<file path="config.mk">
export PLATFORM = sky130hd
export DESIGN_NAME = tmc_front
export DESIGN_NICKNAME = d
export VERILOG_FILES = /design/src/hw/rtl/tmc_pkg.sv /design/src/hw/rtl/tmc_front.sv
export SDC_FILE = /design/constraint.sdc
export NUM_CORES = 1
export LEC_CHECK = 0
export BUFFER_PORTS_ARGS = -buffer_cell sky130_fd_sc_hd__buf_4
export CAP_MARGIN = 25
export CORE_UTILIZATION = 36
export DETAILED_ROUTE_END_ITERATION = 16
export MAX_ROUTING_LAYER = met4
export PLACE_DENSITY = 0.77
export SYNTH_ARGS = -nofsm -noshare
export SYNTH_HDL_FRONTEND = slang
export SYNTH_SLANG_ARGS = --single-unit
export TNS_END_PERCENT = 5
</file>
<file path="constraint.sdc">
create_clock -name clk -period 1.5 [get_ports clk]
set_input_delay 0 -clock clk [delete_from_list [all_inputs] [get_ports clk]]
set_output_delay 0 -clock clk [all_outputs]
set_load 0.02 [all_outputs]
</file>
<file path="src/hw/rtl/tmc_pkg.sv">
`timescale 1ns / 1ps
// Shared types and constants of the text-mode console engine.
// Used by tmc_front, tmc_queue, tmc_back and the top level; depends on nothing.
package tmc_pkg;

	// Command codes on the input channel
	localparam logic [1:0] CMD_PUT   = 2'd0;
	localparam logic [1:0] CMD_READ  = 2'd1;
	localparam logic [1:0] CMD_CLEAR = 2'd2;

	// Character codes with special meaning
	localparam logic [7:0] CH_NEWLINE   = 8'd10;
	localparam logic [7:0] CH_BACKSPACE = 8'd8;
	localparam logic [7:0] CH_SPACE     = 8'd32;

	// Attribute used after reset
	localparam logic [7:0] RESET_COLOR = 8'h07;

	// Request queue between front and back
	localparam int QUEUE_DEPTH = 2;
	localparam int QUEUE_AW    = $clog2(QUEUE_DEPTH);
	localparam int QUEUE_CW    = $clog2(QUEUE_DEPTH + 1);

	// Classified operation handed to the back end
	typedef enum logic [2:0] {
		OP_CHAR,
		OP_NEWLINE,
		OP_BKSP,
		OP_READ,
		OP_CLEAR,
		OP_NOP
	} op_t;

	typedef struct packed {
		op_t         op;
		logic [7:0]  ch;
		logic [10:0] cidx;
	} item_t;

	// Status from back end to front end
	typedef struct packed {
		logic init_busy;
	} back_stat_t;

endpackage

</file>
<file path="src/hw/rtl/tmc_front.sv">
`timescale 1ns / 1ps
// Front end: accepts requests, classifies them into operations, feeds the queue.
// Depends on tmc_pkg.
module tmc_front #(
	parameter int ROWS    = 25,
	parameter int COLUMNS = 80
) (
	input  logic                clk,
	input  logic                arst_n,
	input  logic                in_valid,
	output logic                in_stall,
	input  logic [1:0]          cmd,
	input  logic [7:0]          char_code,
	input  logic [10:0]         cell_index,
	input  tmc_pkg::back_stat_t stat,
	output logic                push,
	output tmc_pkg::item_t      push_item,
	input  logic                q_full
);
	localparam int CELLS = ROWS * COLUMNS;

	logic           valid_s1;
	tmc_pkg::item_t item_s1;
	tmc_pkg::item_t item_cl;
	logic           accept;

	// classify the incoming request
	always_comb begin
		item_cl.ch   = char_code;
		item_cl.cidx = cell_index;
		case (cmd)
			tmc_pkg::CMD_PUT: begin
				if (char_code == tmc_pkg::CH_NEWLINE) begin
					item_cl.op = tmc_pkg::OP_NEWLINE;
				end else if (char_code == tmc_pkg::CH_BACKSPACE) begin
					item_cl.op = tmc_pkg::OP_BKSP;
				end else begin
					item_cl.op = tmc_pkg::OP_CHAR;
				end
			end
			tmc_pkg::CMD_READ: begin
				// out-of-range read leaves everything alone and returns zero
				if (32'(cell_index) < 32'(CELLS)) begin
					item_cl.op = tmc_pkg::OP_READ;
				end else begin
					item_cl.op = tmc_pkg::OP_NOP;
				end
			end
			tmc_pkg::CMD_CLEAR: item_cl.op = tmc_pkg::OP_CLEAR;
			default:            item_cl.op = tmc_pkg::OP_NOP;
		endcase
	end

	// one holding stage ahead of the queue
	assign push      = valid_s1 && !q_full;
	assign in_stall  = stat.init_busy || (valid_s1 && q_full);
	assign accept    = in_valid && !in_stall;
	assign push_item = item_s1;

	always_ff @(posedge clk or negedge arst_n) begin
		if (!arst_n) begin
			valid_s1 <= 1'b0;
		end else begin
			valid_s1 <= accept || (valid_s1 && q_full);
		end
	end

	always_ff @(posedge clk) begin
		if (accept) begin
			item_s1 <= item_cl;
		end
	end

endmodule

</file>
==> impl_metrics.json <==
{
  "ios": 50,
  "nets": 141,
  "die_x_microns": 49.0,
  "vias": 624,
  "period_share_pct": 87.5,
  "hold_end": "push_item[21]$_DFFE_PP_",
  "htreeDepth": 1,
  "antenna_cells_inserted": 0,
  "grt_max_degree": 20,
  "syn-cell-area_sq_um": 795,
  "dieArea_sq_um": 2400,
  "synth_area_leader_cell": "edfxtp_1",
  "first_pass_iters": 4,
  "cts_buffer_depth": 2,
  "path_cells": "a21oi_1 -> and2_2 -> buf_12",
  "power_density_nw_per_um2": 845,
  "postRouteAntennaNets": 0,
  "hold_slack_ns": 0.0313,
  "p_sw_share_pct": 22.3,
  "drt_iter0_markers": 10,
  "path_buf_inv": 1,
  "power.total_mw": 1.25,
  "wl_per_cell_microns": 12.2,
  "finalHoldViolCount": 0,
  "r2r_cells": 3,
  "power_frac_seq_pct": 60.0,
  "worst_r2r_endpoint": "push_item[18]$_DFFE_PP_",
  "synth.distinct_cells": 14,
  "dp_slack_ns": 0.209,
  "worstSetupPathType": "flip-flop to flip-flop",
  "first_global_vias": 613,
  "postPlaceCellArea_sq_um": 1220,
  "hold_path_class": "input pin to flip-flop",
  "switchingPower_mw": 0.277,
  "endpoint_kind": "flip-flop",
  "max-cap-violations": 0,
  "crit_path_start_kind": "flip-flop",
  "arrival_ns": 1.33,
  "postLayoutCoreUtil_pct": 73.0,
  "synth_fp_nets": 63,
  "place_inst": 114,
  "dp_hpwl_mm": 1.13,
  "ys.warnings.count": 0,
  "vias_per_cell": 4.43,
  "peakVddDrop_uv": 488,
  "final_cell_area_sq_um": 1480,
  "power.leakage_nw": 0.609,
  "tightestPinTransition_ns": 0.310,
  "synth_seq_cells": 23,
  "pwr-share-clk_pct": 21.7,
  "antenna_found_initial": 0,
  "track_usage_pct": 15.2,
  "rows": 16,
  "layout.cells.non_filler": 141,
  "ctsResizeCount": 0,
  "cts-root-buf": "clkbuf_4",
  "die_height_microns": 49.0,
  "drive_gt1_share_pct": 50.0,
  "min_path_cells": 2,
  "maxClockFrequency_ghz": 0.762,
  "route.final.wire_length_mm": 1.72,
  "port_buffers": 49,
  "cts_made_buffers": 3,
  "setup_ws_ns": 0.187,
  "post-cts-setup-buffer-count": 0,
  "finClkSkew_ns": 0.00886,
  "syn_avg_cell_area_sq_um": 21.5,
  "clkTransAtPathRegs_ns": 0.12,
  "overflow": 0,
  "coreArea_sq_um": 2020,
  "syn_inst": 37,
  "setup_violations": 0,
  "timing.rr.start": "valid_s1$_DFF_PN0_",
  "slew_headroom_pct": 79.1,
  "critical_path.top_delay_family": "flip-flops",
  "fin_crit_ns": 1.31,
  "synth_top_area_share_pct": 83.1,
  "drc_errors": 0,
  "syn2layout_area_growth_pct": 85.7,
  "p_comb_share_pct": 18.3,
  "clk_latency_ns": 0.30,
  "cts_hold_buf": 23,
  "nFillCells": 131,
  "gp_congestion": 0.671,
  "critPathSlowestCell": "dfrtp_1",
  "cts_tree": "done",
  "max_stage_delay_ns": 0.42,
  "start_util_pct": 39.3,
  "grt_first_pass_wirelength_mm": 2.72,
  "hold_start": "cmd[1]",
  "cp.required_ns": 1.52,
  "seq_area_frac_synth_pct": 86.3,
  "power.internal_mw": 0.968,
  "reg2reg_slack_ns": 0.19,
  "finalSetupTns_ns": 0,
  "synth_area_leaders": "edfxtp_1 (83%), dfrtp_1 (3.1%), nor4_4 (2.7%)",
  "worst-path-max-fanout": 19,
  "slew_violations": 0,
  "grt_setup_unrepaired": "false",
  "cts.sinks": 23,
  "status": "complete, no violations"
}
## cell type report
class	count	area, sq um	share of cell area (%)
Clock buffer	3	22.5	1.53
Clock inverter	1	5.00	0.339
Inverter	1	3.75	0.254
Multi-Input combinational cell	13	106	7.21
Sequential cell	23	686	46.5
Tap cell	27	33.8	2.29
Timing Repair Buffer	73	618	41.9
## sequential cells by signal (all words and copies together), names as in the netlist
signal / flops
valid_s1: 1
push_item: 22
## how the worst max path moves through the flow
stage,startpoint,to,depth (start not counted)
2_1_floorplan,valid_s1$_DFF_PN0_,push_item[0]$_DFFE_PP_,2
3_5_place_dp,valid_s1$_DFF_PN0_,push_item[17]$_DFFE_PP_,3
6_report,valid_s1$_DFF_PN0_,push_item[18]$_DFFE_PP_,3
4_1_cts,valid_s1$_DFF_PN0_,push_item[16]$_DFFE_PP_,3
3_3_place_gp,valid_s1$_DFF_PN0_,push_item[11]$_DFFE_PP_,3
5_1_grt,valid_s1$_DFF_PN0_,push_item[16]$_DFFE_PP_,3
## layer usage
layer  part of all wire [%]  GRT usage, %  wire [microns]  up-vias
met5                      0             -               0        -
met4                      0             0               0        0
met3                    6.2          3.43             107        0
met2                     51          27.5             877       30
met1                     43          18.4             731      291
li1                       -             -               -      303
## cell families (layout without fill, tap and decap cells)
family	after synthesis	in the layout	synth area share [%]
AND/OR/NAND/NOR	7	7	8.03
flip-flops	23	23	86.3
buffers and inverters	1	78	0.472
AO/OA/AOI/OAI	6	6	5.20
## cell usage in the layout (no fill, tap or decap), drive strengths merged
cell and n:
a21o 1, a21oi 2, a31o 1, and2 1
buf 50, clkbuf 3, clkinv 1, dfrtp 1
dlygate4sd3 23, edfxtp 22, inv 1, nand4 1
nor2 1, nor2b 1, nor4 1, nor4b 2
o211ai 1, o21bai 1
## synthesized netlist by cell type (all sizes together)
cell / instances
a21o: 1
a21oi: 2
a31o: 1
and2: 1
dfrtp: 1
edfxtp: 22
inv: 1
nand4: 1
nor2: 1
nor2b: 1
nor4: 1
nor4b: 2
o211ai: 1
o21bai: 1
## power groups by stage
stage | Combinational (mW) | Clock (mW) | Sequential [mW]
5_1_grt | 0.243 | 0.296 | 0.750
2_1_floorplan | 0.0310 | 0 | 0.795
3_5_place_dp | 0.180 | 0 | 0.761
4_1_cts | 0.228 | 0.280 | 0.747
6_report | 0.228 | 0.270 | 0.747
3_3_place_gp | 0.176 | 0 | 0.761
No activity file was read; power rests on OpenSTA's default activity.
