**src/hw/rtl/tmc_pkg.sv**
```systemverilog
`timescale 1ns / 1ps
// Shared types and constants of the text-mode console engine.
// Used by tmc_front, tmc_queue, tmc_back and the top level; depends on nothing.
package tmc_pkg;

	// Command codes on the input channel
	localparam logic [1:0] CMD_PUT   = 2'd0;
	localparam logic [1:0] CMD_READ  = 2'd1;
	localparam logic [1:0] CMD_CLEAR = 2'd2;

	// Character codes with special meaning
	localparam logic [7:0] CH_NEWLINE   = 8'd10;
	localparam logic [7:0] CH_BACKSPACE = 8'd8;
	localparam logic [7:0] CH_SPACE     = 8'd32;

	// Attribute used after reset
	localparam logic [7:0] RESET_COLOR = 8'h07;

	// Request queue between front and back
	localparam int QUEUE_DEPTH = 2;
	localparam int QUEUE_AW    = $clog2(QUEUE_DEPTH);
	localparam int QUEUE_CW    = $clog2(QUEUE_DEPTH + 1);

	// Classified operation handed to the back end
	typedef enum logic [2:0] {
		OP_CHAR,
		OP_NEWLINE,
		OP_BKSP,
		OP_READ,
		OP_CLEAR,
		OP_NOP
	} op_t;

	typedef struct packed {
		op_t         op;
		logic [7:0]  ch;
		logic [10:0] cidx;
	} item_t;

	// Status from back end to front end
	typedef struct packed {
		logic init_busy;
	} back_stat_t;

endpackage

```
**src/hw/rtl/tmc_queue.sv**
```systemverilog
`timescale 1ns / 1ps
// Short request queue that decouples front end and back end.
// Depends on tmc_pkg.
module tmc_queue (
	input  logic           clk,
	input  logic           arst_n,
	input  logic           push,
	input  tmc_pkg::item_t push_item,
	output logic           full,
	output logic           pop_valid,
	output tmc_pkg::item_t pop_item,
	input  logic           pop
);
	tmc_pkg::item_t                 slot_q [tmc_pkg::QUEUE_DEPTH];
	logic [tmc_pkg::QUEUE_AW-1:0]   wr_ptr_q;
	logic [tmc_pkg::QUEUE_AW-1:0]   rd_ptr_q;
	logic [tmc_pkg::QUEUE_CW-1:0]   count_q;
	logic                           do_pop;

	assign full      = (count_q == tmc_pkg::QUEUE_CW'(tmc_pkg::QUEUE_DEPTH));
	assign pop_valid = (count_q != '0);
	assign pop_item  = slot_q[rd_ptr_q];
	assign do_pop    = pop && pop_valid;

	// pointers and fill level
	always_ff @(posedge clk or negedge arst_n) begin
		if (!arst_n) begin
			wr_ptr_q <= '0;
			rd_ptr_q <= '0;
			count_q  <= '0;
		end else begin
			if (push && !full) begin
				wr_ptr_q <= (wr_ptr_q == tmc_pkg::QUEUE_AW'(tmc_pkg::QUEUE_DEPTH - 1)) ?
					'0 : tmc_pkg::QUEUE_AW'(wr_ptr_q + 1'b1);
			end
			if (do_pop) begin
				rd_ptr_q <= (rd_ptr_q == tmc_pkg::QUEUE_AW'(tmc_pkg::QUEUE_DEPTH - 1)) ?
					'0 : tmc_pkg::QUEUE_AW'(rd_ptr_q + 1'b1);
			end
			if ((push && !full) && !do_pop) begin
				count_q <= tmc_pkg::QUEUE_CW'(count_q + 1'b1);
			end else if (!(push && !full) && do_pop) begin
				count_q <= tmc_pkg::QUEUE_CW'(count_q - 1'b1);
			end
		end
	end

	// storage
	always_ff @(posedge clk) begin
		if (push && !full) begin
			slot_q[wr_ptr_q] <= push_item;
		end
	end

	// fill level never exceeds the depth
	a_count_bound: assert property (@(posedge clk) disable iff (!arst_n)
		count_q <= tmc_pkg::QUEUE_CW'(tmc_pkg::QUEUE_DEPTH))
		else $error("queue count out of range");

endmodule

```
**config.mk**
```make
export PLATFORM = sky130hd
export DESIGN_NAME = tmc_queue
export DESIGN_NICKNAME = d
export VERILOG_FILES = /design/src/hw/rtl/tmc_pkg.sv /design/src/hw/rtl/tmc_queue.sv
export SDC_FILE = /design/constraint.sdc
export NUM_CORES = 1
export LEC_CHECK = 0
export BUFFER_PORTS_ARGS = -buffer_cell sky130_fd_sc_hd__buf_2
export CAP_MARGIN = 20
export CORE_AREA = 2 2 67 69
export DETAILED_ROUTE_END_ITERATION = 8
export DIE_AREA = 0 0 69 71
export PLACE_DENSITY_LB_ADDON = 0.15
export REMOVE_ABC_BUFFERS = 1
export SLEW_MARGIN = 10
export SYNTH_ARGS = -nofsm -noshare
export SYNTH_HDL_FRONTEND = slang
export SYNTH_SLANG_ARGS = --single-unit
```
**constraint.sdc**
```tcl
create_clock -name clk -period 2.8 [get_ports clk]
set_clock_uncertainty 0.05 [all_clocks]
set_input_delay 0.84 -clock clk [delete_from_list [all_inputs] [get_ports clk]]
set_output_delay 0.84 -clock clk [all_outputs]
set_load 0.02 [all_outputs]
```
==> results by group <==
Run status
  • Status: finished clean

Global route
  • Vias in the first global route: 983
  • Total track usage: 0.1307
  • Initial antenna violation count: 0
  • First-pass GRT wire length: 4761 microns
  • Pin count of the biggest net entering global routing: 15
  • GR Overflow Total: 0

Clock tree
  • Root buffer cell: clkbuf_8
  • Worst skew pair latency: 0.29 ns
  • CTS tree: done
  • CTS Sinks: 48
  • Clk slew on worst S/H paths: 0.07 ns
  • Num CTS Buffers: 5
  • Post-CTS sizing: 0
  • Maximum clock insertion buffer count: 2
  • Post-CTS Setup Inserts: 0
  • Hold buffer count at cts: 0
  • H-tree depth: 2

Place
  • Port Buffers: 49
  • GPL Wtd Cong: 0.7250
  • Post-Place Cells: 192
  • Dpl hpwl: 2077 microns

Logic synthesis
  • Cell variety after synth: 14
  • Synth Area in Adders: 0.006983
  • Synth Instances: 87
  • Synth Area per Inst: 20.59 sq um
  • Post-synthesis simple-gate area fraction: 0.02025
  • Main combinational cell family by area after synthesis: multiplexers
  • Seq/Total Area, Yosys: 0.7933
  • Mux contribution to synthesized area: 0.1383
  • Synth Register Bits: 48
  • XOR/XNOR Fraction of Synth Area: 0.02444
  • Cell Area, Synth: 0.001792 sq mm
  • Yosys warns: 0
  • Compound-Gate Fraction of Synth Area: 0

Detailed routing
  • Max Used Layer: met4
  • Met2 routed wirelength: 1467 microns
  • Met3 wire length: 177 microns
  • Met1 WL: 1143 microns
  • Vias per cell: 4.730
  • 1st-iter DRT viols: 33
  • Average routed wire per standard cell: 14.30 microns
  • DRC viols: 0
  • DR pass1 iterations: 4
  • Routed Antenna Nets: 0
  • Total Routed Length: 2860 microns
  • Vias: 946

Floorplanning
  • Initial Util: 0.4262
  • Die area: 0.004899 sq mm
  • Io pins: 50
  • Chip width: 69 microns
  • Row count: 24
  • Die H: 71 microns
  • Core area: 0.004204 sq mm

Layout
  • Post-Layout Cell Count: 200
  • Leading cell type in the layout, fill and taps excluded: buf_2
  • Post-layout nets: 174
  • Share of cells above drive strength 1: 0.5811
  • Multi-input combinational cell area: 342.8 sq um
  • Most frequent cells in the layout: buf_2 (49), edfxtp_1 (44), mux2_2 (22)
  • Reg area: 0.001421 sq mm
  • Layout overhead on the synthesized area: 24.72%
  • Fillers: 358
  • # diodes: 0

Critical path
  • Crit. End Element: output port
  • Critical path fanouts, max: 9
  • Arrival time at the worst endpoint: 1.61 ns
  • Req. time, crit path: 1.91 ns
  • Worst setup SP type: flip-flop
  • WS Path Type: reg2out

Timing
  • Final setup vio count: 0
  • Final Cycle Share: 0.8930
  • Unrepaired setup endpoints after global routing: false
  • Slew Limit Headroom: 0.7670
  • Final TNS setup: 0 ns
  • Max-slew violations: 0
  • Tightest Pin Transition: 0.3495 ns
  • Period minus WS final: 2.500 ns
  • Hold Violations, Final: 0
  • FMAX: 399.9 MHz

Power and ir drop
  • VDD IR-drop max: 512.2 uV
  • Power per Cell Area: 1062 mW/mm^2
  • Leak Pwr: 0.0008786 uW

Min path
  • Hold Crit Class: in2async

Flow run
  • Max-cap violations: 0
layer usage:
metal,vias to the layer above,GRT usage
met2,30,0.2190
met1,462,0.1433
li1,446,-
met5,-,0
met4,0,0.06536
met3,8,0.05556
state kept, by name, summed over array words and instances, names as in the netlist:
name,cells
count_q,2
rd_ptr_q,1
slot_q,44
wr_ptr_q,1
cell usage after synthesis:
library cell / count / share of area
and3_1: 1 / 0.0035
buf_6: 2 / 0.013
dfrtp_1: 4 / 0.056
edfxtp_1: 44 / 0.74
ha_1: 1 / 0.0070
inv_1: 2 / 0.0042
mux2_2: 22 / 0.14
nand2_1: 1 / 0.0021
nand2_2: 1 / 0.0035
nand2b_1: 1 / 0.0035
nor2_1: 2 / 0.0042
or2_1: 1 / 0.0035
xnor2_1: 3 / 0.015
xor2_1: 2 / 0.0098
worst paths after layout:
path / startpoint / to / slack (ns) / cells after the start
max in group asynchronous: arst_n / rd_ptr_q$_DFFE_PN0P_ / 2.29 / 1
worst max register to register: count_q[0]$_DFFE_PN0P_ / count_q[1]$_DFFE_PN0P_ / 1.26 / 6
worst min register to register: count_q[1]$_DFFE_PN0P_ / count_q[1]$_DFFE_PN0P_ / 0.46 / 1
worst max-delay path: rd_ptr_q$_DFFE_PN0P_ / pop_item[2] / 0.30 / 3
worst min-delay path: arst_n / count_q[0]$_DFFE_PN0P_ / 0.29 / 1
min in group clk: count_q[1]$_DFFE_PN0P_ / count_q[1]$_DFFE_PN0P_ / 0.46 / 1
worst max-delay path, stage by stage (launching register included):
cell	delay, ns
dfrtp_1	0.55
buf_4	0.26
mux2_2	0.35
buf_2	0.16
power by group:
part           internal (uW)  total (uW)  switching [uW]  leakage [uW]
sequential               985        1060            74.5      0.000455
combinational            364         844             480      0.000368
clock                    265         471             206     0.0000552
total                   1610        2370             760      0.000879
logic make-up after synthesis:
family | after synthesis
xor gates and xnor gates | 5
adders and majority gates | 1
and+or+nand+nor | 7
buffers and inverters | 4
muxes | 22
DFF | 48
layout make-up:
| class | count | area share |
|---|---|---|
| sequential | 48 | 0.6361 |
| multi-input combinational | 35 | 0.1534 |
| inverter | 2 | 0.003359 |
| tap | 52 | 0.02912 |
| clock buffer | 6 | 0.03247 |
| timing repair buffer | 55 | 0.1299 |
| clock inverter | 2 | 0.01568 |
stage by stage:
step | cell area, sq um | total power, uW | utilization | worst slack, ns | hold slack [ns]
CTS | 2235 | 2416 | 0.5315 | 0.2444 | 0.2789
finish | 2235 | 2374 | 0.5315 | 0.2997 | 0.2893
global placement | 2127 | 1917 | 0.5060 | 0.6140 | 0.4291
detailed placement | 2127 | 1939 | 0.5060 | 0.5764 | 0.4490
global route | 2235 | 2520 | 0.5315 | 0.1873 | 0.2704
floorplan | 1769 | 1630 | - | 0.4789 | 0.4064
Power figures use the tool's default switching activity.
